`config.mk`:
```
export PLATFORM = sky130hd
export DESIGN_NAME = tss_front
export DESIGN_NICKNAME = d
export VERILOG_FILES = /design/src/sv/tss_pkg.sv /design/src/sv/tss_front.sv
export SDC_FILE = /design/constraint.sdc
export NUM_CORES = 2
export LEC_CHECK = 0
export BUFFER_PORTS_ARGS = -buffer_cell sky130_fd_sc_hd__buf_2
export CAP_MARGIN = 10
export CORE_UTILIZATION = 59
export DETAILED_ROUTE_END_ITERATION = 8
export GPL_TIMING_DRIVEN = 1
export PLACE_DENSITY = 0.9
export SLEW_MARGIN = 20
export SYNTH_ARGS = -nofsm -noshare
export SYNTH_HDL_FRONTEND = slang
export SYNTH_SLANG_ARGS = --single-unit
export TNS_END_PERCENT = 1
```
`constraint.sdc`:
```
create_clock -name clk -period 6.67 [get_ports clk]
set_input_delay 0.3335 -clock clk [delete_from_list [all_inputs] [get_ports clk]]
set_output_delay 0.3335 -clock clk [all_outputs]
set_load 0.03 [all_outputs]
```
`src/sv/tss_pkg.sv`:
```
// ----------------------------------------------------------------------------
// tss_pkg
// Shared widths, types and helpers for the Taylor-series sine pipeline.
// ----------------------------------------------------------------------------
package tss_pkg;

	// I/O format: signed Q3.28 on both sides
	localparam int ANGLE_W   = 32;
	localparam int IO_FRAC   = 28;

	// internal fraction bits of all magnitudes and of the running sum
	localparam int FRAC_BITS = 28;

	localparam int MAX_TERMS_DEF = 16;

	// |x| <= 8.0, x^2 <= 64, largest term < 512, sum of |terms| < 2048
	localparam int AX_W  = FRAC_BITS + 4;
	localparam int X2_W  = FRAC_BITS + 7;
	localparam int T_W   = FRAC_BITS + 9;
	localparam int N_W   = FRAC_BITS + 16;
	localparam int M_W   = N_W - 2;
	localparam int SUM_W = FRAC_BITS + 13;
	localparam int MG_W  = SUM_W + ((IO_FRAC > FRAC_BITS) ? (IO_FRAC - FRAC_BITS) : 0);

	localparam int               NUM_TERMS_W   = 5;
	localparam logic [NUM_TERMS_W-1:0] NUM_TERMS_RST = 5'd8;

	// what travels with an item from term to term
	typedef struct packed {
		logic                    xneg;
		logic [X2_W-1:0]         x2;
		logic signed [SUM_W-1:0] sum;
	} tss_ctx_t;

	// add or subtract one term into the running sum when enabled
	function automatic logic signed [SUM_W-1:0] tss_accum(
		input logic signed [SUM_W-1:0] acc,
		input logic [T_W-1:0]          term,
		input logic                    sub,
		input logic                    en
	);
		logic signed [SUM_W-1:0] ext;
		ext = signed'(SUM_W'(term));
		if (!en) begin
			return acc;
		end
		return sub ? (acc - ext) : (acc + ext);
	endfunction

endpackage

```
`src/sv/tss_front.sv`:
```
// ----------------------------------------------------------------------------
// tss_front
// Angle magnitude, conversion to internal scale and x^2, three stages.
// ----------------------------------------------------------------------------
module tss_front import tss_pkg::*; #(
	parameter int NT_W = 5
) (
	input  logic                      clk,
	input  logic                      arst_n,
	input  logic                      adv,
	input  logic                      in_valid,
	input  logic signed [ANGLE_W-1:0] angle,
	input  logic [NT_W-1:0]           in_nt,
	output logic                      out_valid,
	output tss_ctx_t                  out_ctx,
	output logic [T_W-1:0]            out_t,
	output logic [NT_W-1:0]           out_nt
);

	localparam int AL   = AX_W / 2;
	localparam int AH   = AX_W - AL;
	localparam int SQ_W = 2 * AX_W;
	localparam logic [SQ_W-1:0] RND_C = SQ_W'(1) << (FRAC_BITS - 1);

	logic [ANGLE_W-1:0] mag_in;
	logic [AX_W-1:0]    ax;
	logic [SQ_W-1:0]    sq_sum;

	logic                 v_s1, v_s2, v_s3;
	logic                 xneg_s1, xneg_s2, xneg_s3;
	logic [NT_W-1:0]      nt_s1, nt_s2, nt_s3;
	logic [AX_W-1:0]      ax_s1, ax_s2, ax_s3;
	logic [AL+AX_W-1:0]   sql_s2;
	logic [AH+AX_W-1:0]   sqh_s2;
	logic [X2_W-1:0]      x2_s3;

	assign mag_in = angle[ANGLE_W-1] ? (~angle + 1'b1) : angle;

	if (FRAC_BITS >= IO_FRAC) begin : g_up
		assign ax = AX_W'(mag_in) << (FRAC_BITS - IO_FRAC);
	end else begin : g_dn
		localparam int SH = IO_FRAC - FRAC_BITS;
		logic [ANGLE_W:0] rnd;
		assign rnd = {1'b0, mag_in} + ((ANGLE_W + 1)'(1) << (SH - 1));
		assign ax  = AX_W'(rnd >> SH);
	end

	assign sq_sum = (SQ_W'(sqh_s2) << AL) + SQ_W'(sql_s2) + RND_C;

	always_ff @(posedge clk or negedge arst_n) begin
		if (!arst_n) begin
			v_s1 <= 1'b0;
			v_s2 <= 1'b0;
			v_s3 <= 1'b0;
		end else if (adv) begin
			v_s1 <= in_valid;
			v_s2 <= v_s1;
			v_s3 <= v_s2;
		end
	end

	always_ff @(posedge clk) begin
		if (adv) begin
			xneg_s1 <= angle[ANGLE_W-1];
			nt_s1   <= in_nt;
			ax_s1   <= ax;

			xneg_s2 <= xneg_s1;
			nt_s2   <= nt_s1;
			ax_s2   <= ax_s1;
			sql_s2  <= (AL + AX_W)'(ax_s1[AL-1:0]) * (AL + AX_W)'(ax_s1);
			sqh_s2  <= (AH + AX_W)'(ax_s1[AX_W-1:AL]) * (AH + AX_W)'(ax_s1);

			xneg_s3 <= xneg_s2;
			nt_s3   <= nt_s2;
			ax_s3   <= ax_s2;
			x2_s3   <= sq_sum[FRAC_BITS +: X2_W];
		end
	end

	assign out_valid   = v_s3;
	assign out_ctx.xneg = xneg_s3;
	assign out_ctx.x2   = x2_s3;
	assign out_ctx.sum  = '0;
	assign out_t       = T_W'(ax_s3);
	assign out_nt      = nt_s3;

endmodule

```
==> results.yml <==
logic_synthesis:
  ys.flop_type: "edfxtp_1"
  synth_cell_type_count: 69
  async_flop_share_pct: 1.30
  synth_compound_area_share_pct: 6.00
  synth_top_family_by_area: "adder cells"
  synthesis.area_um2: 37600
  synth_xor_area_share_pct: 3.80
  syn_inst: 3702
  ys_ff_latch: 231
  synth_seq_area_share_pct: 18.4
  synth_simple_gate_area_share_pct: 9.58
  yosysTopAreaCellShare_pct: 39.5
  synth_area_leaders: "fa_1 (39%), edfxtp_1 (18%), ha_1 (11%), inv_1 (9.8%), nand2_1 (3.7%)"
  yosysWarnings: 0
  synth-adder-area-share_pct: 50.1
  synth_area_per_cell_um2: 10.1
  synth_edf_count: 228
  yosysTopAreaCell: "fa_1"
  synth_mux_area_share_pct: 0.147
critical_path:
  crit_start: "ax_s1[1]"
  cp-end-kind: "flip-flop"
  crit_slowest_cell: "fa_1"
  worst_path_largest_cell_delay_ns: 0.76
  worstPathArrival_ns: 7.41
  reg2reg_from: "ax_s1[1]"
  worstPathCellList: "buf_6, buf_4, and2_1, fa_1, inv_1, fa_1, inv_1, fa_1, fa_1, fa_1, fa_1, ha_1, a21oi_1, o21ai_1, a21oi_1, buf_4, o21ai_4, o211ai_1, nand2_1, a21oi_2, xnor2_1"
  worstPathMaxFanout: 12
  worstRegToRegCells: 21
  cp.required_ns: 6.95
  critPathLaunchType: "flip-flop"
  regToRegSetupSlack_ns: -0.46
  cp_common_cell: "fa_1"
  crit_path_end: "sql_s2[40]"
  critical_path_class: "flip-flop to flip-flop"
  r2r-end: "sql_s2[40]"
cells_and_area:
  final_cell_area_um2: 42700
  drive_gt1_share_pct: 14.0
  final_cells: 4900
  area_delta_synth_final_pct: 13.7
  fill_cells: 3981
  multiInputGateArea_um2: 26900
  final_net_count: 5126
  final-seq-area_um2: 6920
route:
  dr.pass1.iters: 9
  post_drt_wl_per_cell_um: 24.7
  drc: 3
  drt-initial-drc-count: 3669
  viasPerCell: 6.06
  wl_mm: 121
  detail-route-antenna-nets: 0
  vias: 29700
placed_design:
  place_inst: 4794
  placed_area_um2: 40800
  io_buffers: 114
  dp_hpwl_mm: 84.8
  globalplace.congestion: 0.960
global_route:
  grtUsageTotal_pct: 36.6
  grt_pass1_wl_mm: 177
  grt_max_degree: 163
  antenna_found_initial: 18
  grt_overflow_total: 0
  grt_pass1_vias: 32200
min_path:
  hold_path.class: "input port to flip-flop"
sta:
  slew_headroom_pct: -10.9
  finalCritPeriodShare_pct: 107
  clock_skew_ns: 0.0627
  worstMarginPinSlew_ns: 1.65
  drv_slew: 2
  report.final.hold_viol_count: 0
  rsz0062_at_grt: "true"
  max_freq_mhz: 140
  fin_crit_ns: 7.13
  setup-violations-final: 35
  setup_slack_ns: -0.456
die:
  core_um2: 63000
  dieArea_um2: 64700
  pin_count: 161
  start_util_pct: 59.6
  die_h_um: 254
  die_w_um: 254
  row_count: 92
clock_network:
  clock_sinks: 231
  insertion_delay_ns: 0.59
  clock_tree.root_cell: "clkbuf_16"
  clkTransAtPathRegs_ns: 0.08
  htree_levels: 1
  cts_max_path_buffers: 3
  numCtsBuffers: 24
  cts_tree: "yes"
run_status:
  outcome: "complete, but fails checks"
  failed_checks: "design-rule violations, max-capacitance violations, max-slew violations, negative setup slack"
flow_run:
  drv_cap: 1
## cells in the mapped netlist (all sizes together) (2+ instances only)
library cell / n
inv: 981
fa: 741
nand2: 369
ha: 319
edfxtp: 228
and2: 159
xnor2: 116
clkbuf: 112
nor2: 94
a21oi: 88
a21o: 72
o21ai: 60
buf: 49
xor2: 47
nand3: 21
nand4: 19
nor2b: 17
o21bai: 17
and3: 15
nand2b: 15
a211oi: 14
nor3: 14
o21a: 14
a31oi: 12
o31ai: 12
a31o: 10
nor4: 6
or2: 6
or4: 6
a311oi: 5
and4: 5
o211ai: 5
or3: 5
a221oi: 4
mux2: 4
a211o: 3
a21boi: 3
dfrtp: 3
nand3b: 3
a2111oi: 2
a41o: 2
a41oi: 2
clkinv: 2
o31a: 2
o41ai: 2
## worst max-delay path: cells and delay by family, from the launching register on
kind	cells	cell delay, ns
adders and majority gates	7	3.92
and+or+nand+nor	2	0.36
AOI/OAI and AO/OA	6	1.27
buffers and inverters	5	0.73
DFF	1	0.44
xor gates and xnor gates	1	0.11
## through the flow
stage                     hold slack [ns]  TNS (ns)  util (%)  setup slack, ns
after floorplan                    0.0379         0         -           0.0530
after global placement              0.132    -0.437      64.8           -0.185
after detailed placement            0.140     -3.42      64.8           -0.497
after CTS                          0.0368   -0.0275      66.5          -0.0230
after global routing               0.0335    -14.20      67.8           -0.671
final                              0.0206     -7.53      67.8           -0.456
## sequential cells by signal (all words and copies together) (netlist names), 32 cells and up
register	flops
x2_s3	35
ax_s3	32
sqh_s2	47
ax_s1	32
ax_s2	32
sql_s2	32
## cell type report
cell class                      instances  share of cell area, %
Clock inverter                         14                  0.258
Antenna cell                           12                 0.0704
Inverter                              983                   8.65
Tap cell                              846                   2.48
Multi-Input combinational cell       2372                   63.0
Timing Repair Buffer                  413                   7.82
Sequential cell                       231                   16.2
Clock buffer                           29                   1.50
## worst min path at each step
| stage | to | depth (start not counted) | slack [ns] | startpoint |
|---|---|---|---|---|
| 6_report | ax_s1[0] | 1 | 0.02 | angle[0] |
| 5_1_grt | ax_s1[0] | 1 | 0.03 | angle[0] |
| 4_1_cts | ax_s1[0] | 1 | 0.04 | angle[0] |
| 3_5_place_dp | out_valid | 1 | 0.14 | arst_n |
| 3_3_place_gp | v_s1 | 1 | 0.13 | arst_n |
| 2_1_floorplan | out_valid | 0 | 0.04 | arst_n |
## kinds of logic after synthesis
kind of cell    count (synthesis)
buf+inv                      1144
fa+ha+maj                    1060
simple gates                  757
compound gates                341
flops                         231
xor+xnor                      163
mux                             5
other cells                     1
## metal layers
metal  global-route usage [%]  share of wire, %  vias to the layer above
li1                         -                 -                    11800
met1                     38.3                30                    14300
met3                     12.6                13                     1115
met4                     31.4                12                       16
met2                     59.2                46                     2513
met5                    0.827              0.14                        -
## cells in the final DEF, fill, tap and decap left out, types with 11 or more instances in the layout
cell type  netlist  final
a21o_1          72     71
a21oi_1         88     73
a21oi_2          0     14
and2_1         159    150
and3_1          15     15
buf_12           0     29
buf_2            0    113
buf_4           47    246
buf_6            0     13
clkbuf_16        0     28
conb_1           1     46
diode_2          0     12
edfxtp_1       228    228
fa_1           741    730
fa_2             0     11
ha_1           319    307
inv_1          981    973
nand2_1        369    367
nand2b_1        14     14
nand3_1         20     19
nand4_1         19     19
nor2_1          94     90
nor2b_1         17     16
nor3_1          14     14
o21a_1          14     14
o21ai_0         60     47
o21bai_1        17     16
xnor2_1        116    115
xor2_1          47     46
## timing repair
item / 4_1_cts / 5_1_grt
gates resized for setup: 31 / 105
pin swaps: 14 / 60
gates cloned: 1 / 3
endpoints found under the hold margin: 8 / 0
setup buffers: 10 / 30
endpoints found under the setup margin: 27 / 39
hold buffers: 6 / 0
Power is left out: the tool's default activity adds up to more than one toggle a clock period on the data nets, which glitch-free logic cannot reach.
