<file path="src/sv/tss_pkg.sv">
// ----------------------------------------------------------------------------
// tss_pkg
// Shared widths, types and helpers for the Taylor-series sine pipeline.
// ----------------------------------------------------------------------------
package tss_pkg;

	// I/O format: signed Q3.28 on both sides
	localparam int ANGLE_W   = 32;
	localparam int IO_FRAC   = 28;

	// internal fraction bits of all magnitudes and of the running sum
	localparam int FRAC_BITS = 28;

	localparam int MAX_TERMS_DEF = 16;

	// |x| <= 8.0, x^2 <= 64, largest term < 512, sum of |terms| < 2048
	localparam int AX_W  = FRAC_BITS + 4;
	localparam int X2_W  = FRAC_BITS + 7;
	localparam int T_W   = FRAC_BITS + 9;
	localparam int N_W   = FRAC_BITS + 16;
	localparam int M_W   = N_W - 2;
	localparam int SUM_W = FRAC_BITS + 13;
	localparam int MG_W  = SUM_W + ((IO_FRAC > FRAC_BITS) ? (IO_FRAC - FRAC_BITS) : 0);

	localparam int               NUM_TERMS_W   = 5;
	localparam logic [NUM_TERMS_W-1:0] NUM_TERMS_RST = 5'd8;

	// what travels with an item from term to term
	typedef struct packed {
		logic                    xneg;
		logic [X2_W-1:0]         x2;
		logic signed [SUM_W-1:0] sum;
	} tss_ctx_t;

	// add or subtract one term into the running sum when enabled
	function automatic logic signed [SUM_W-1:0] tss_accum(
		input logic signed [SUM_W-1:0] acc,
		input logic [T_W-1:0]          term,
		input logic                    sub,
		input logic                    en
	);
		logic signed [SUM_W-1:0] ext;
		ext = signed'(SUM_W'(term));
		if (!en) begin
			return acc;
		end
		return sub ? (acc - ext) : (acc + ext);
	endfunction

endpackage

</file>
<file path="src/sv/tss_final.sv">
// ----------------------------------------------------------------------------
// tss_final
// Adds the last term, rescales to Q3.28 and saturates, three stages.
// ----------------------------------------------------------------------------
module tss_final import tss_pkg::*; #(
	parameter int K    = 15,
	parameter int NT_W = 5
) (
	input  logic               clk,
	input  logic               arst_n,
	input  logic               adv,
	input  logic               in_valid,
	input  tss_ctx_t           in_ctx,
	input  logic [T_W-1:0]     in_t,
	input  logic [NT_W-1:0]    in_nt,
	output logic               out_valid,
	output logic [ANGLE_W-1:0] sine,
	output logic               overflow
);

	localparam logic K_ODD = 1'(K % 2);
	localparam logic [MG_W-1:0] LIM_POS = MG_W'(64'h7FFF_FFFF);
	localparam logic [MG_W-1:0] LIM_NEG = MG_W'(64'h8000_0000);

	logic [MG_W-1:0]    mag_sc;
	logic [MG_W-1:0]    lim;
	logic               ovf;
	logic [ANGLE_W-1:0] m32;

	logic                    v_s1, v_s2, v_s3;
	logic signed [SUM_W-1:0] sum_s1;
	logic                    neg_s2;
	logic [SUM_W-1:0]        mag_s2;
	logic [ANGLE_W-1:0]      sine_s3;
	logic                    ovf_s3;

	if (FRAC_BITS > IO_FRAC) begin : g_dn
		localparam int SH = FRAC_BITS - IO_FRAC;
		assign mag_sc = MG_W'((mag_s2 + (SUM_W'(1) << (SH - 1))) >> SH);
	end else if (FRAC_BITS < IO_FRAC) begin : g_up
		assign mag_sc = MG_W'(mag_s2) << (IO_FRAC - FRAC_BITS);
	end else begin : g_eq
		assign mag_sc = MG_W'(mag_s2);
	end

	assign lim = neg_s2 ? LIM_NEG : LIM_POS;
	assign ovf = mag_sc > lim;
	assign m32 = ovf ? lim[ANGLE_W-1:0] : mag_sc[ANGLE_W-1:0];

	always_ff @(posedge clk or negedge arst_n) begin
		if (!arst_n) begin
			v_s1 <= 1'b0;
			v_s2 <= 1'b0;
			v_s3 <= 1'b0;
		end else if (adv) begin
			v_s1 <= in_valid;
			v_s2 <= v_s1;
			v_s3 <= v_s2;
		end
	end

	always_ff @(posedge clk) begin
		if (adv) begin
			sum_s1 <= tss_accum(in_ctx.sum, in_t, in_ctx.xneg ^ K_ODD, NT_W'(K) < in_nt);

			neg_s2 <= sum_s1[SUM_W-1];
			mag_s2 <= sum_s1[SUM_W-1] ? SUM_W'(-sum_s1) : SUM_W'(sum_s1);

			sine_s3 <= neg_s2 ? (~m32 + 1'b1) : m32;
			ovf_s3  <= ovf;
		end
	end

	assign out_valid = v_s3;
	assign sine      = sine_s3;
	assign overflow  = ovf_s3;

endmodule

</file>
<file path="config.mk">
export PLATFORM = sky130hd
export DESIGN_NAME = tss_final
export DESIGN_NICKNAME = d
export VERILOG_FILES = /design/src/sv/tss_pkg.sv /design/src/sv/tss_final.sv
export SDC_FILE = /design/constraint.sdc
export NUM_CORES = 1
export LEC_CHECK = 0
export BUFFER_PORTS_ARGS = -buffer_cell sky130_fd_sc_hd__buf_2
export CAP_MARGIN = 20
export CORE_MARGIN = 3
export CORE_UTILIZATION = 35
export DETAILED_ROUTE_END_ITERATION = 8
export GPL_TIMING_DRIVEN = 0
export PLACE_DENSITY = 0.65
export SETUP_SLACK_MARGIN = 0.4
export SLEW_MARGIN = 20
export SYNTH_ARGS = -nofsm -noshare
export SYNTH_HDL_FRONTEND = slang
export SYNTH_SLANG_ARGS = --single-unit
</file>
<file path="constraint.sdc">
create_clock -name clk -period 6 [get_ports clk]
set_input_delay 0.9 -clock clk [delete_from_list [all_inputs] [get_ports clk]]
set_output_delay 0.9 -clock clk [all_outputs]
set_load 0.1 [all_outputs]
</file>
==> results list <==
- Run status: complete, no violations
* Async set-or-reset flop fraction in the synthesized netlist: 0.0252
* Cell Int Power: 0.00209 W
- Max_cap viols: 0
- In the finished design, the share of the clock period the worst path needs comes to 0.896.
- Switching power share of the total: 0.342
* Vert. Die Dim: 172 µm
- The initial antenna violation count came to 0.
- The first global-routing pass estimated 38300 µm of wire.
- Of the total power, combinational logic draws 0.315.
- Number of H-tree levels: 4
- The critical path is of the flop to flop type.
- In the global route stage, overall resource usage came out at 0.161.
- During I/O placement, the number of pins put on the boundary was 157.
* Rel. slew slack: 0.492
- CTS placed an instance of sky130_fd_sc_hd__clkbuf_16 at the clock tree root.
- Via density: 5.39
- For this run, the leading register cell type out of synthesis is sky130_fd_sc_hd__edfxtp_1.
- Layout Skew: 8.19 ps
- For this block, wires on met1 add up to 11200 µm.
- Final std cells w/o fill: 1496
- For this run, the register share of the synthesized area comes to 0.370.
- After floorplanning, the core was sized to cover 27000 µm².
- Post-layout power: 0.00318 W
- Inst Count DP: 1459
- TritonCTS Buffers: 17
* Placer Congestion: 0.911
* Via count of the first global-routing pass: 7570
- STA puts the critical path data required time at 6130 ps.
- Entering global routing, the biggest net connects 88 pins.
- After synthesis, the mean cell area works out to 9.62 µm².
- RSZ-0062 raised after global routing: true
- Setup violations remaining at the end of the flow were counted as 0.
- The min-delay analysis places its worst path in the category input pin to asynchronous set/reset pin.
* Distinct cells, synth: 68
- Of all nets on the critical path, the largest fanout is 11.
* Part of the power in the clock network: 0.309
- Routed wire length: 23600 µm
* Mapped Nets: 1200
- Detailed placement ended at an HPWL of 18600 µm.
- CTS Hold Buffers Added: 0
- Maximum operating frequency: 0.186 GHz
- For this design the total switching power over the nets is 0.00109 W.
* Cell count after synthesis: 1001
- Summed instance area of the synthesized netlist: 9630 µm²
* Count of antenna-violating nets left after detailed routing: 0
- Sequential Power Share: 0.376
- Data arrives at the worst endpoint at 5510 ps.
* Met2 routed wirelength: 10700 µm
* WL per Instance: 15.8 µm
- In this run the static leakage power is 4.36 nW.
* Top layer in use: met4
* Proportion of layout cells with a drive suffix above 1: 0.197
- The clock passes through at most 2 buffers.
* Met3 wire length: 1260 µm
- The net count of the finished layout is 1341.
- After clock tree synthesis, the clock-pin slew on the worst setup and hold paths is 50 ps.
- The total overflow left after global routing is 0.
* Total power per unit cell area: 279 nW/µm²
- The max-slew violation total from the final report is 0.
* Setup crit end kind: flop
- Cell area after layout: 11400 µm²
* Standard-cell rows: 60
- Post-layout minimum cycle time: 5380 ps
- Yosys warning total: 0
* Highest ir drop seen on vdd: 0.000196 V
* Setup slack after layout: 623 ps
- TritonCTS clock tree: built
- Detailed routing inserted a total of 8064 vias.
- Summing all placed instances gives a cell area of 10700 µm².
- The first detailed-routing pass took 4 iterations.
- The number of endpoints with negative hold slack in the final report is 0.
- Diodes inserted: 0
- Startpoint class of the critical path: flop
- For this block, the initial DRC count from the detailed router was 444.
- Port buffering added 116 buffers.
- Post-Place Setup Slack: -614 ps
- Layout Area Growth over Synthesis: 18.7%
- Number of synthesized flops with an enable pin: 116
- Synthesized flop and latch total: 119
* Transition time at the pin with the least slew margin: 762 ps
* Number of design rule violations left after detail routing: 0
- Number of clock sinks: 119
- In this run the horizontal extent of the chip is 172 µm.
- Die outline area: 29500 µm²
- The later pin in the worst-skew pair is clocked with a latency of 410 ps.
* Effective utilization at floorplan: 0.356
worst max-delay path, stage by stage (launching register included):
cell,delay (ps)
sky130_fd_sc_hd__edfxtp_1,420
sky130_fd_sc_hd__clkbuf_8,200
sky130_fd_sc_hd__inv_2,100
sky130_fd_sc_hd__buf_6,150
sky130_fd_sc_hd__buf_6,150
sky130_fd_sc_hd__ha_1,250
sky130_fd_sc_hd__nor2b_1,130
sky130_fd_sc_hd__or4_1,550
sky130_fd_sc_hd__a2111oi_4,360
sky130_fd_sc_hd__a31oi_4,210
sky130_fd_sc_hd__buf_6,200
sky130_fd_sc_hd__o21ai_1,160
sky130_fd_sc_hd__ha_1,160
sky130_fd_sc_hd__clkbuf_4,190
sky130_fd_sc_hd__nand3b_1,160
sky130_fd_sc_hd__nand3b_1,260
sky130_fd_sc_hd__or3b_2,500
sky130_fd_sc_hd__or3_1,310
sky130_fd_sc_hd__clkbuf_1,160
sky130_fd_sc_hd__o31a_1,250
sky130_fd_sc_hd__nor3_1,130
sky130_fd_sc_hd__a21oi_1,70
stage by stage:
step	TNS (ps)	utilization	hold WS, ps
2_1_floorplan	0	-	475
3_3_place_gp	-1700	0.395	485
3_5_place_dp	-2010	0.396	491
4_1_cts	0	0.420	249
5_1_grt	0	0.423	259
6_report	0	0.423	274
cell usage in the layout, fill, tap and decap left out, types with 5 or more instances in the layout:
cell type	instances
sky130_fd_sc_hd__and2_1	6
sky130_fd_sc_hd__nor2_1	69
sky130_fd_sc_hd__xnor2_1	71
sky130_fd_sc_hd__buf_6	7
sky130_fd_sc_hd__or3_4	5
sky130_fd_sc_hd__nand3_1	12
sky130_fd_sc_hd__clkbuf_1	23
sky130_fd_sc_hd__a21oi_1	87
sky130_fd_sc_hd__nand3b_1	8
sky130_fd_sc_hd__nor3_1	33
sky130_fd_sc_hd__edfxtp_1	116
sky130_fd_sc_hd__o21ai_0	76
sky130_fd_sc_hd__nor4_1	11
sky130_fd_sc_hd__buf_2	115
sky130_fd_sc_hd__nand4_1	9
sky130_fd_sc_hd__a31oi_1	8
sky130_fd_sc_hd__o22a_1	5
sky130_fd_sc_hd__o21a_1	11
sky130_fd_sc_hd__clkbuf_16	17
sky130_fd_sc_hd__or3_1	20
sky130_fd_sc_hd__inv_1	28
sky130_fd_sc_hd__nor2b_1	7
sky130_fd_sc_hd__nand2b_1	8
sky130_fd_sc_hd__a21boi_0	5
sky130_fd_sc_hd__mux2_2	35
sky130_fd_sc_hd__xor2_1	34
sky130_fd_sc_hd__ha_1	75
sky130_fd_sc_hd__o211ai_1	6
sky130_fd_sc_hd__o21bai_1	6
sky130_fd_sc_hd__a21o_1	34
sky130_fd_sc_hd__or4_1	11
sky130_fd_sc_hd__o31ai_1	21
sky130_fd_sc_hd__a211oi_1	13
sky130_fd_sc_hd__nand2_1	60
path summary, 6_finish.rpt:
check / start / to / slack (ps) / cells past startpoint
max: neg_s2$_DFFE_PP_ / sine[28]$_DFFE_PP_ / 620 / 21
min: arst_n / v_s1$_DFFE_PN0P_ / 270 / 1
max reg2reg: neg_s2$_DFFE_PP_ / sine[28]$_DFFE_PP_ / 620 / 21
min reg2reg: v_s2$_DFFE_PN0P_ / out_valid$_DFFE_PN0P_ / 500 / 1
max in group asynchronous: arst_n / out_valid$_DFFE_PN0P_ / 5620 / 1
min in group clk: v_s2$_DFFE_PN0P_ / out_valid$_DFFE_PN0P_ / 500 / 1
Yosys cell counts (all sizes together) (25+ instances only):
cell | count | area [µm²]
a21oi | 87 | 435
mux2 | 35 | 394
nor2 | 69 | 259
nor3 | 35 | 185
a21o | 34 | 255
clkbuf | 28 | 105
xor2 | 35 | 307
or3 | 25 | 181
nand2 | 60 | 225
edfxtp | 116 | 3480
xnor2 | 72 | 631
inv | 29 | 109
o21ai | 78 | 390
ha | 75 | 938
registers in the layout (all words and copies together), names as in the netlist:
signal     cells
mag_s2        41
sum_s1        41
sine          32
neg_s2         1
out_valid      1
overflow       1
v_s1           1
v_s2           1
cell families (layout without fill, tap and decap cells):
| kind of cell | after synthesis | count (layout) | share of synthesized area |
|---|---|---|---|
| and+or+nand+nor | 288 | 288 | 0.160 |
| AOI/OAI and AO/OA | 309 | 309 | 0.203 |
| adders and majority gates | 76 | 76 | 0.0996 |
| xor gates and xnor gates | 107 | 107 | 0.0974 |
| buffers and inverters | 63 | 217 | 0.0253 |
| muxes | 39 | 39 | 0.0451 |
| DFF | 119 | 119 | 0.370 |
timing repair:
| action | CTS | global route |
|---|---|---|
| resized for setup | 6 | 18 |
| pin swaps | 0 | 2 |
| endpoints found under the setup margin | 11 | 7 |
| buffers inserted | 3 | 2 |
| gates cloned | 0 | 0 |
final cells by class:
cell class,count,area [µm²]
tap,341,427
multi-input combinational,819,5920
fill,2668,15600
inverter,29,109
timing repair buffer,122,656
clock buffer,17,425
clock inverter,15,151
buffer,34,179
sequential,119,3560
layer usage:
| metal | vias to the layer above | GRT usage |
|---|---|---|
| met1 | 3674 | 0.224 |
| met3 | 38 | 0.0251 |
| met4 | 0 | 0.0528 |
| met5 | - | 0 |
| li1 | 4095 | - |
| met2 | 257 | 0.259 |
power groups by stage:
stage | Clock [W] | Sequential, W | Combinational [W]
6_report | 0.000983 | 0.00120 | 0.00100
5_1_grt | 0.00105 | 0.00122 | 0.00111
4_1_cts | 0.00100 | 0.00120 | 0.000992
3_5_place_dp | 0 | 0.00122 | 0.000971
3_3_place_gp | 0 | 0.00122 | 0.000950
2_1_floorplan | 0 | 0.00131 | 0.000624
(Power assumes the default switching activity.)
