$ cat config.mk
export PLATFORM = sky130hd
export DESIGN_NAME = tss_term
export DESIGN_NICKNAME = d
export VERILOG_FILES = /design/src/sv/tss_pkg.sv /design/src/sv/tss_term.sv
export SDC_FILE = /design/constraint.sdc
export NUM_CORES = 2
export LEC_CHECK = 0
export BUFFER_PORTS_ARGS = -buffer_cell sky130_fd_sc_hd__buf_2
export CORE_UTILIZATION = 65
export CTS_BUF_LIST = sky130_fd_sc_hd__clkbuf_16
export DETAILED_ROUTE_END_ITERATION = 8
export PLACE_DENSITY_LB_ADDON = 0.25
export SYNTH_ARGS = -nofsm -noshare
export SYNTH_HDL_FRONTEND = slang
export SYNTH_SLANG_ARGS = --single-unit
export TNS_END_PERCENT = 10
$ cat constraint.sdc
create_clock -name clk -period 7.52 [get_ports clk]
set_input_delay 0.376 -clock clk [delete_from_list [all_inputs] [get_ports clk]]
set_output_delay 0.376 -clock clk [all_outputs]
set_load 0.005 [all_outputs]
$ cat src/sv/tss_pkg.sv
// ----------------------------------------------------------------------------
// tss_pkg
// Shared widths, types and helpers for the Taylor-series sine pipeline.
// ----------------------------------------------------------------------------
package tss_pkg;

	// I/O format: signed Q3.28 on both sides
	localparam int ANGLE_W   = 32;
	localparam int IO_FRAC   = 28;

	// internal fraction bits of all magnitudes and of the running sum
	localparam int FRAC_BITS = 28;

	localparam int MAX_TERMS_DEF = 16;

	// |x| <= 8.0, x^2 <= 64, largest term < 512, sum of |terms| < 2048
	localparam int AX_W  = FRAC_BITS + 4;
	localparam int X2_W  = FRAC_BITS + 7;
	localparam int T_W   = FRAC_BITS + 9;
	localparam int N_W   = FRAC_BITS + 16;
	localparam int M_W   = N_W - 2;
	localparam int SUM_W = FRAC_BITS + 13;
	localparam int MG_W  = SUM_W + ((IO_FRAC > FRAC_BITS) ? (IO_FRAC - FRAC_BITS) : 0);

	localparam int               NUM_TERMS_W   = 5;
	localparam logic [NUM_TERMS_W-1:0] NUM_TERMS_RST = 5'd8;

	// what travels with an item from term to term
	typedef struct packed {
		logic                    xneg;
		logic [X2_W-1:0]         x2;
		logic signed [SUM_W-1:0] sum;
	} tss_ctx_t;

	// add or subtract one term into the running sum when enabled
	function automatic logic signed [SUM_W-1:0] tss_accum(
		input logic signed [SUM_W-1:0] acc,
		input logic [T_W-1:0]          term,
		input logic                    sub,
		input logic                    en
	);
		logic signed [SUM_W-1:0] ext;
		ext = signed'(SUM_W'(term));
		if (!en) begin
			return acc;
		end
		return sub ? (acc - ext) : (acc + ext);
	endfunction

endpackage

$ cat src/sv/tss_term.sv
// ----------------------------------------------------------------------------
// tss_term
// One series term: adds term K-1 to the sum and forms
// t(K) = round(round(t(K-1) * x2 / 2^F) / ((2K)(2K+1))), six stages.
// ----------------------------------------------------------------------------
module tss_term import tss_pkg::*; #(
	parameter int K    = 1,
	parameter int NT_W = 5
) (
	input  logic             clk,
	input  logic             arst_n,
	input  logic             adv,
	input  logic             in_valid,
	input  tss_ctx_t         in_ctx,
	input  logic [T_W-1:0]   in_t,
	input  logic [NT_W-1:0]  in_nt,
	output logic             out_valid,
	output tss_ctx_t         out_ctx,
	output logic [T_W-1:0]   out_t,
	output logic [NT_W-1:0]  out_nt
);

	localparam int TL   = T_W / 2;
	localparam int TH   = T_W - TL;
	localparam int P_W  = T_W + X2_W;
	localparam int NL   = N_W / 2;
	localparam int NH   = N_W - NL;
	localparam int QP_W = N_W + M_W;
	localparam int D    = (2 * K) * (2 * K + 1);
	localparam int HALF_D = D / 2;
	localparam longint unsigned M = (longint'(1) << N_W) / D;
	localparam logic [M_W-1:0] M_V = M_W'(M);
	localparam logic [N_W-1:0] D_N = N_W'(D);
	localparam logic PREV_ODD = 1'((K - 1) % 2);
	// round-half-up on the x2 product plus D/2 for the divide, folded together
	localparam logic [P_W-1:0] RND_C =
		(P_W'(HALF_D) << FRAC_BITS) | (P_W'(1) << (FRAC_BITS - 1));

	tss_ctx_t         ctx_n;
	logic [P_W-1:0]   p_sum;
	logic [QP_W-1:0]  q_sum;

	logic            v_s1, v_s2, v_s3, v_s4, v_s5, v_s6;
	tss_ctx_t        ctx_s1, ctx_s2, ctx_s3, ctx_s4, ctx_s5, ctx_s6;
	logic [NT_W-1:0] nt_s1, nt_s2, nt_s3, nt_s4, nt_s5, nt_s6;
	logic [TL+X2_W-1:0] ppl_s1;
	logic [TH+X2_W-1:0] pph_s1;
	logic [N_W-1:0]  n_s2, n_s3, n_s4;
	logic [NL+M_W-1:0] ql_s3;
	logic [NH+M_W-1:0] qh_s3;
	logic [M_W-1:0]  q0_s4, q0_s5;
	logic [N_W-1:0]  r_s5;
	logic [T_W-1:0]  t_s6;

	always_comb begin
		ctx_n     = in_ctx;
		ctx_n.sum = tss_accum(in_ctx.sum, in_t, in_ctx.xneg ^ PREV_ODD,
			NT_W'(K - 1) < in_nt);
	end

	assign p_sum = (P_W'(pph_s1) << TL) + P_W'(ppl_s1) + RND_C;
	assign q_sum = (QP_W'(qh_s3) << NL) + QP_W'(ql_s3);

	always_ff @(posedge clk or negedge arst_n) begin
		if (!arst_n) begin
			v_s1 <= 1'b0;
			v_s2 <= 1'b0;
			v_s3 <= 1'b0;
			v_s4 <= 1'b0;
			v_s5 <= 1'b0;
			v_s6 <= 1'b0;
		end else if (adv) begin
			v_s1 <= in_valid;
			v_s2 <= v_s1;
			v_s3 <= v_s2;
			v_s4 <= v_s3;
			v_s5 <= v_s4;
			v_s6 <= v_s5;
		end
	end

	always_ff @(posedge clk) begin
		if (adv) begin
			ctx_s1 <= ctx_n;
			ctx_s2 <= ctx_s1;
			ctx_s3 <= ctx_s2;
			ctx_s4 <= ctx_s3;
			ctx_s5 <= ctx_s4;
			ctx_s6 <= ctx_s5;
			nt_s1  <= in_nt;
			nt_s2  <= nt_s1;
			nt_s3  <= nt_s2;
			nt_s4  <= nt_s3;
			nt_s5  <= nt_s4;
			nt_s6  <= nt_s5;

			// t * x2, split in two partial products
			ppl_s1 <= (TL + X2_W)'(in_t[TL-1:0]) * (TL + X2_W)'(in_ctx.x2);
			pph_s1 <= (TH + X2_W)'(in_t[T_W-1:TL]) * (TH + X2_W)'(in_ctx.x2);

			// dividend for the rounded divide
			n_s2 <= p_sum[FRAC_BITS +: N_W];

			// reciprocal multiply
			n_s3  <= n_s2;
			ql_s3 <= (NL + M_W)'(n_s2[NL-1:0]) * (NL + M_W)'(M_V);
			qh_s3 <= (NH + M_W)'(n_s2[N_W-1:NL]) * (NH + M_W)'(M_V);

			// quotient estimate, low by at most one
			n_s4  <= n_s3;
			q0_s4 <= q_sum[N_W +: M_W];

			r_s5  <= n_s4 - N_W'(q0_s4) * D_N;
			q0_s5 <= q0_s4;

			t_s6 <= T_W'(q0_s5 + M_W'(r_s5 >= D_N));
		end
	end

	assign out_valid = v_s6;
	assign out_ctx   = ctx_s6;
	assign out_t     = t_s6;
	assign out_nt    = nt_s6;

endmodule

==> flow_summary.rst <==
.. list-table::
   :header-rows: 1

   * - Metric
     - Value
   * - # placed instances
     - between 10000 and 15000
   * - Pre-CTS worst setup slack
     - -0.1456 ns
   * - Number of detailed-route iterations in the first pass
     - 9
   * - Worst Path Required
     - between 7 and 8 ns
   * - Dominant combinational cell family by area after synthesis
     - adder cells
   * - Number of antenna violations at the first check in global routing
     - 11
   * - Cell area after synthesis
     - 94550 µm²
   * - Number of nets in the final layout
     - 11390
   * - Minimum hold slack
     - about 0.038 ns
   * - Slew headroom
     - -0.04864
   * - Syn_nets
     - ~11000
   * - Detailed placer's ending HPWL
     - between 150 and 200 mm
   * - Global Route Usage Sum
     - 0.3334
   * - Mux contribution to synthesized area
     - 0.002091
   * - Worst Clk Skew
     - 0.02885 ns
   * - Clock-pin slew on the worst setup and hold paths
     - around 0.070 ns
   * - Highest Clock Rate
     - roughly 140 MHz
   * - Critical path peak fanout
     - 4
   * - CP Data Arrival Time
     - ~7.7 ns
   * - Wirelength per Cell
     - between 20 and 25 µm
   * - Launching element type of the critical path
     - flip-flop
   * - Final setup vio count
     - 0
   * - Flop and latch count out of synthesis
     - 978
   * - Cell at the root of the clock tree
     - sky130_fd_sc_hd__clkbuf_16
   * - Maximum number of pins on one net before global-route repair
     - between 150 and 200
   * - Remaining routing DRC violations
     - 18
   * - Average cell area after synthesis
     - approximately 11 µm²
   * - Post-Synth Simple-Gate Area
     - 0.1148
   * - Post-synth EDFFs
     - ~970
   * - Most common library cell in the layout ignoring fill and taps
     - sky130_fd_sc_hd__inv_1
   * - Initial core utilization
     - 0.6566
   * - Number of DRC violations after detailed-routing iteration 0
     - 4625
   * - Final worst path period share
     - 0.9636
   * - Number of primary I/O pins
     - roughly 240
   * - Vias in the first global route
     - just under 70000
   * - Via count
     - about 64000
   * - Fraction of layout cells with a size suffix above 1
     - 0.08295
   * - Count of final max-slew check failures
     - 2
   * - Total wirelength of the detailed-routed design
     - 237.3 mm
   * - Max-cap violations
     - 1
   * - Leading cell types in the layout, fill and taps excluded
     - sky130_fd_sc_hd__inv_1 (1711), sky130_fd_sc_hd__fa_1 (1304), sky130_fd_sc_hd__edfxtp_1 (972)
   * - Path type of the worst min-delay path
     - input port to flip-flop
   * - Setup Crit Path Kind
     - flip-flop to flip-flop
   * - Top_reg_cell synth
     - sky130_fd_sc_hd__edfxtp_1
   * - Number of buffers between clock root and the deepest sink
     - 3
   * - Post-synthesis sequential area ratio
     - 0.3103
   * - Violated checks
     - design-rule violations, max-capacitance violations, max-slew violations
   * - Average via count per standard cell
     - approximately 5.7
   * - Chip width
     - approximately 380 µm
   * - CTS buffer count
     - 100
   * - Setup TNS Final
     - 0 ns
   * - Share of synthesized cell area in full adder, half adder and majority cells
     - 0.3851
   * - Die area
     - 147000 µm²
   * - Number of standard cells in the layout, taps in and fillers out
     - ~11000
   * - Slew @ Worst Pin
     - 1.559 ns
   * - Area overhead of the layout relative to synthesis
     - 9.002%
   * - Synthesized-area fraction occupied by xor and xnor cells
     - 0.03928
   * - Run status
     - finished with violations
   * - Clock insertion delay at the later pin of the skew report
     - approximately 0.74 ns
   * - Placer's final routability congestion estimate
     - 0.9959
   * - Post-detailed-route count of antenna-violating nets
     - 0
   * - Share of the synthesized area in compound gates (AO/OA/AOI/OAI)
     - 0.06719
   * - Synth async-reset ratio
     - 0.006135
   * - Standard-cell rows
     - roughly 140
   * - Number of port buffers
     - between 200 and 250
   * - Vert. Die Dim
     - roughly 380 µm
   * - Hold violation count in the final report
     - 0
   * - Clock sink count
     - about 980
   * - H-tree levels
     - 3
   * - Minimum setup slack in the final design
     - 0.2741 ns
   * - Clock tree from TritonCTS
     - built
   * - Critical Path Sink Type
     - flip-flop
   * - Wire length of the first global-routing pass
     - about 370 mm
   * - Distinct cell type count after synthesis
     - 82
   * - Number of standard cells after synthesis
     - a little under 9000
   * - GRT Residual Overflow
     - 0
   * - Total number of yosys warnings
     - 0
   * - Std-Cell Core Area
     - 144000 µm²
   * - Shortest period the worst path allows
     - between 7 and 8 ns
synthesized netlist by cell type (6+ instances only):
cell type                  count  area [µm²]
sky130_fd_sc_hd__mux2_2        6       67.56
sky130_fd_sc_hd__a221oi_1     10       87.58
sky130_fd_sc_hd__clkbuf_1    324        1216
sky130_fd_sc_hd__xnor2_1     296        2592
sky130_fd_sc_hd__buf_1        22       82.58
sky130_fd_sc_hd__edfxtp_1    972       29190
sky130_fd_sc_hd__nand2b_1     42       262.8
sky130_fd_sc_hd__a31oi_1      43       269.0
sky130_fd_sc_hd__nor4_1       29       181.4
sky130_fd_sc_hd__a21oi_1     313        1567
sky130_fd_sc_hd__nor2_1      272        1021
sky130_fd_sc_hd__a211o_1       6       52.55
sky130_fd_sc_hd__and3_1       35       219.0
sky130_fd_sc_hd__a21boi_0      8       60.06
sky130_fd_sc_hd__nand4_1      58       362.9
sky130_fd_sc_hd__o21bai_1     47       352.8
sky130_fd_sc_hd__fa_1       1304       26110
sky130_fd_sc_hd__o21ai_0     164       820.8
sky130_fd_sc_hd__o31a_1        7       61.31
sky130_fd_sc_hd__nand3b_1      6       45.04
sky130_fd_sc_hd__inv_1      1691        6347
sky130_fd_sc_hd__and4_1       18       157.7
sky130_fd_sc_hd__nand3_1      89       445.4
sky130_fd_sc_hd__o31ai_1      10       75.07
sky130_fd_sc_hd__and2_1      589        3685
sky130_fd_sc_hd__o211ai_1     13       97.59
sky130_fd_sc_hd__dfrtp_1       6       150.1
sky130_fd_sc_hd__o21a_1       51       382.9
sky130_fd_sc_hd__ha_1        822       10280
sky130_fd_sc_hd__mux2i_1      13       130.1
sky130_fd_sc_hd__nor2b_1      50       312.8
sky130_fd_sc_hd__nor3_1       67       335.3
sky130_fd_sc_hd__nand2_1     929        3487
sky130_fd_sc_hd__a21o_1      182        1366
sky130_fd_sc_hd__or4_1         6       45.04
sky130_fd_sc_hd__xor2_1      128        1121
sky130_fd_sc_hd__or2_2        13       81.33
sky130_fd_sc_hd__a211oi_1     29       217.7
sky130_fd_sc_hd__a31o_2       10       87.58
sky130_fd_sc_hd__or3_1        16       100.1
worst paths after layout:
| path | start | endpoint | slack (ns) | depth (start not counted) |
|---|---|---|---|---|
| max | n_s2[38] | qh_s3[57] | 0.27 | 21 |
| max in group asynchronous | arst_n | v_s3 | 6.72 | 3 |
| min | in_ctx[32] | ctx_s1[32] | 0.04 | 3 |
| max reg2reg | n_s2[38] | qh_s3[57] | 0.27 | 21 |
| min reg2reg | ctx_s1[44] | ctx_s2[44] | 0.41 | 0 |
| min in group asynchronous | arst_n | v_s1 | 0.59 | 3 |
kinds of logic after synthesis:
kind of cell / after synthesis
fa+ha+maj: 2128
compound gates: 983
xor+xnor: 424
flops: 978
simple gates: 2232
mux: 19
buf+inv: 2042
state kept, by name, summed over array words and instances, names as in the netlist, 35 cells and up:
signal / flops
ppl_s1: 35
n_s4: 43
r_s5: 43
pph_s1: 54
n_s2: 44
ql_s3: 41
ctx_s5: 77
qh_s3: 61
out_ctx: 77
ctx_s4: 77
q0_s4: 42
n_s3: 43
q0_s5: 37
out_t: 37
ctx_s3: 77
ctx_s1: 77
ctx_s2: 77
per-stage QoR:
step           cell area (µm²)    util
3_3_place_gp             99600  0.6916
3_5_place_dp             99600  0.6916
2_1_floorplan            94550       -
4_1_cts                 103000  0.7153
5_1_grt                 103000  0.7156
6_report                103100  0.7157
worst max-delay path: stages, from the launching register on:
cell,delay (ns)
sky130_fd_sc_hd__edfxtp_1,0.47
sky130_fd_sc_hd__ha_1,0.40
sky130_fd_sc_hd__inv_1,0.08
sky130_fd_sc_hd__fa_1,0.49
sky130_fd_sc_hd__fa_1,0.61
sky130_fd_sc_hd__inv_1,0.12
sky130_fd_sc_hd__fa_1,0.57
sky130_fd_sc_hd__inv_1,0.16
sky130_fd_sc_hd__fa_1,0.51
sky130_fd_sc_hd__inv_1,0.06
sky130_fd_sc_hd__fa_1,0.52
sky130_fd_sc_hd__fa_1,0.42
sky130_fd_sc_hd__ha_1,0.31
sky130_fd_sc_hd__nand4_1,0.13
sky130_fd_sc_hd__or3_1,0.34
sky130_fd_sc_hd__a211o_1,0.25
sky130_fd_sc_hd__o211ai_1,0.20
sky130_fd_sc_hd__a31oi_1,0.25
sky130_fd_sc_hd__a21oi_1,0.44
sky130_fd_sc_hd__a32oi_1,0.17
sky130_fd_sc_hd__a311oi_1,0.36
sky130_fd_sc_hd__xnor2_1,0.10
routing by layer:
metal / track usage / wire [µm] / vias to the layer above
met5: 0 / 27 / -
met2: 0.5607 / 115300 / 2413
li1: - / - / 28840
met4: 0.1744 / 14430 / 4
met1: 0.4134 / 90010 / 31930
met3: 0.05943 / 17530 / 651
timing repair:
action,CTS,global route
setup endpoints to repair,0,9
hold endpoints to repair,22,0
gates resized for setup,0,5
setup buffers,0,0
hold buffers,18,0
layout make-up:
type	instances	area [µm²]
Inverter	1691	6347
Timing Repair Buffer	583	4164
Clock inverter	84	733.2
Clock buffer	100	2502
Tap cell	1903	2381
Sequential cell	978	29340
Multi-Input combinational cell	5786	57560
Antenna cell	11	27.53
Fill cell	10320	40950
Power is left out: the tool's default activity adds up to more than one toggle a clock period on the data nets, which glitch-free logic cannot reach.
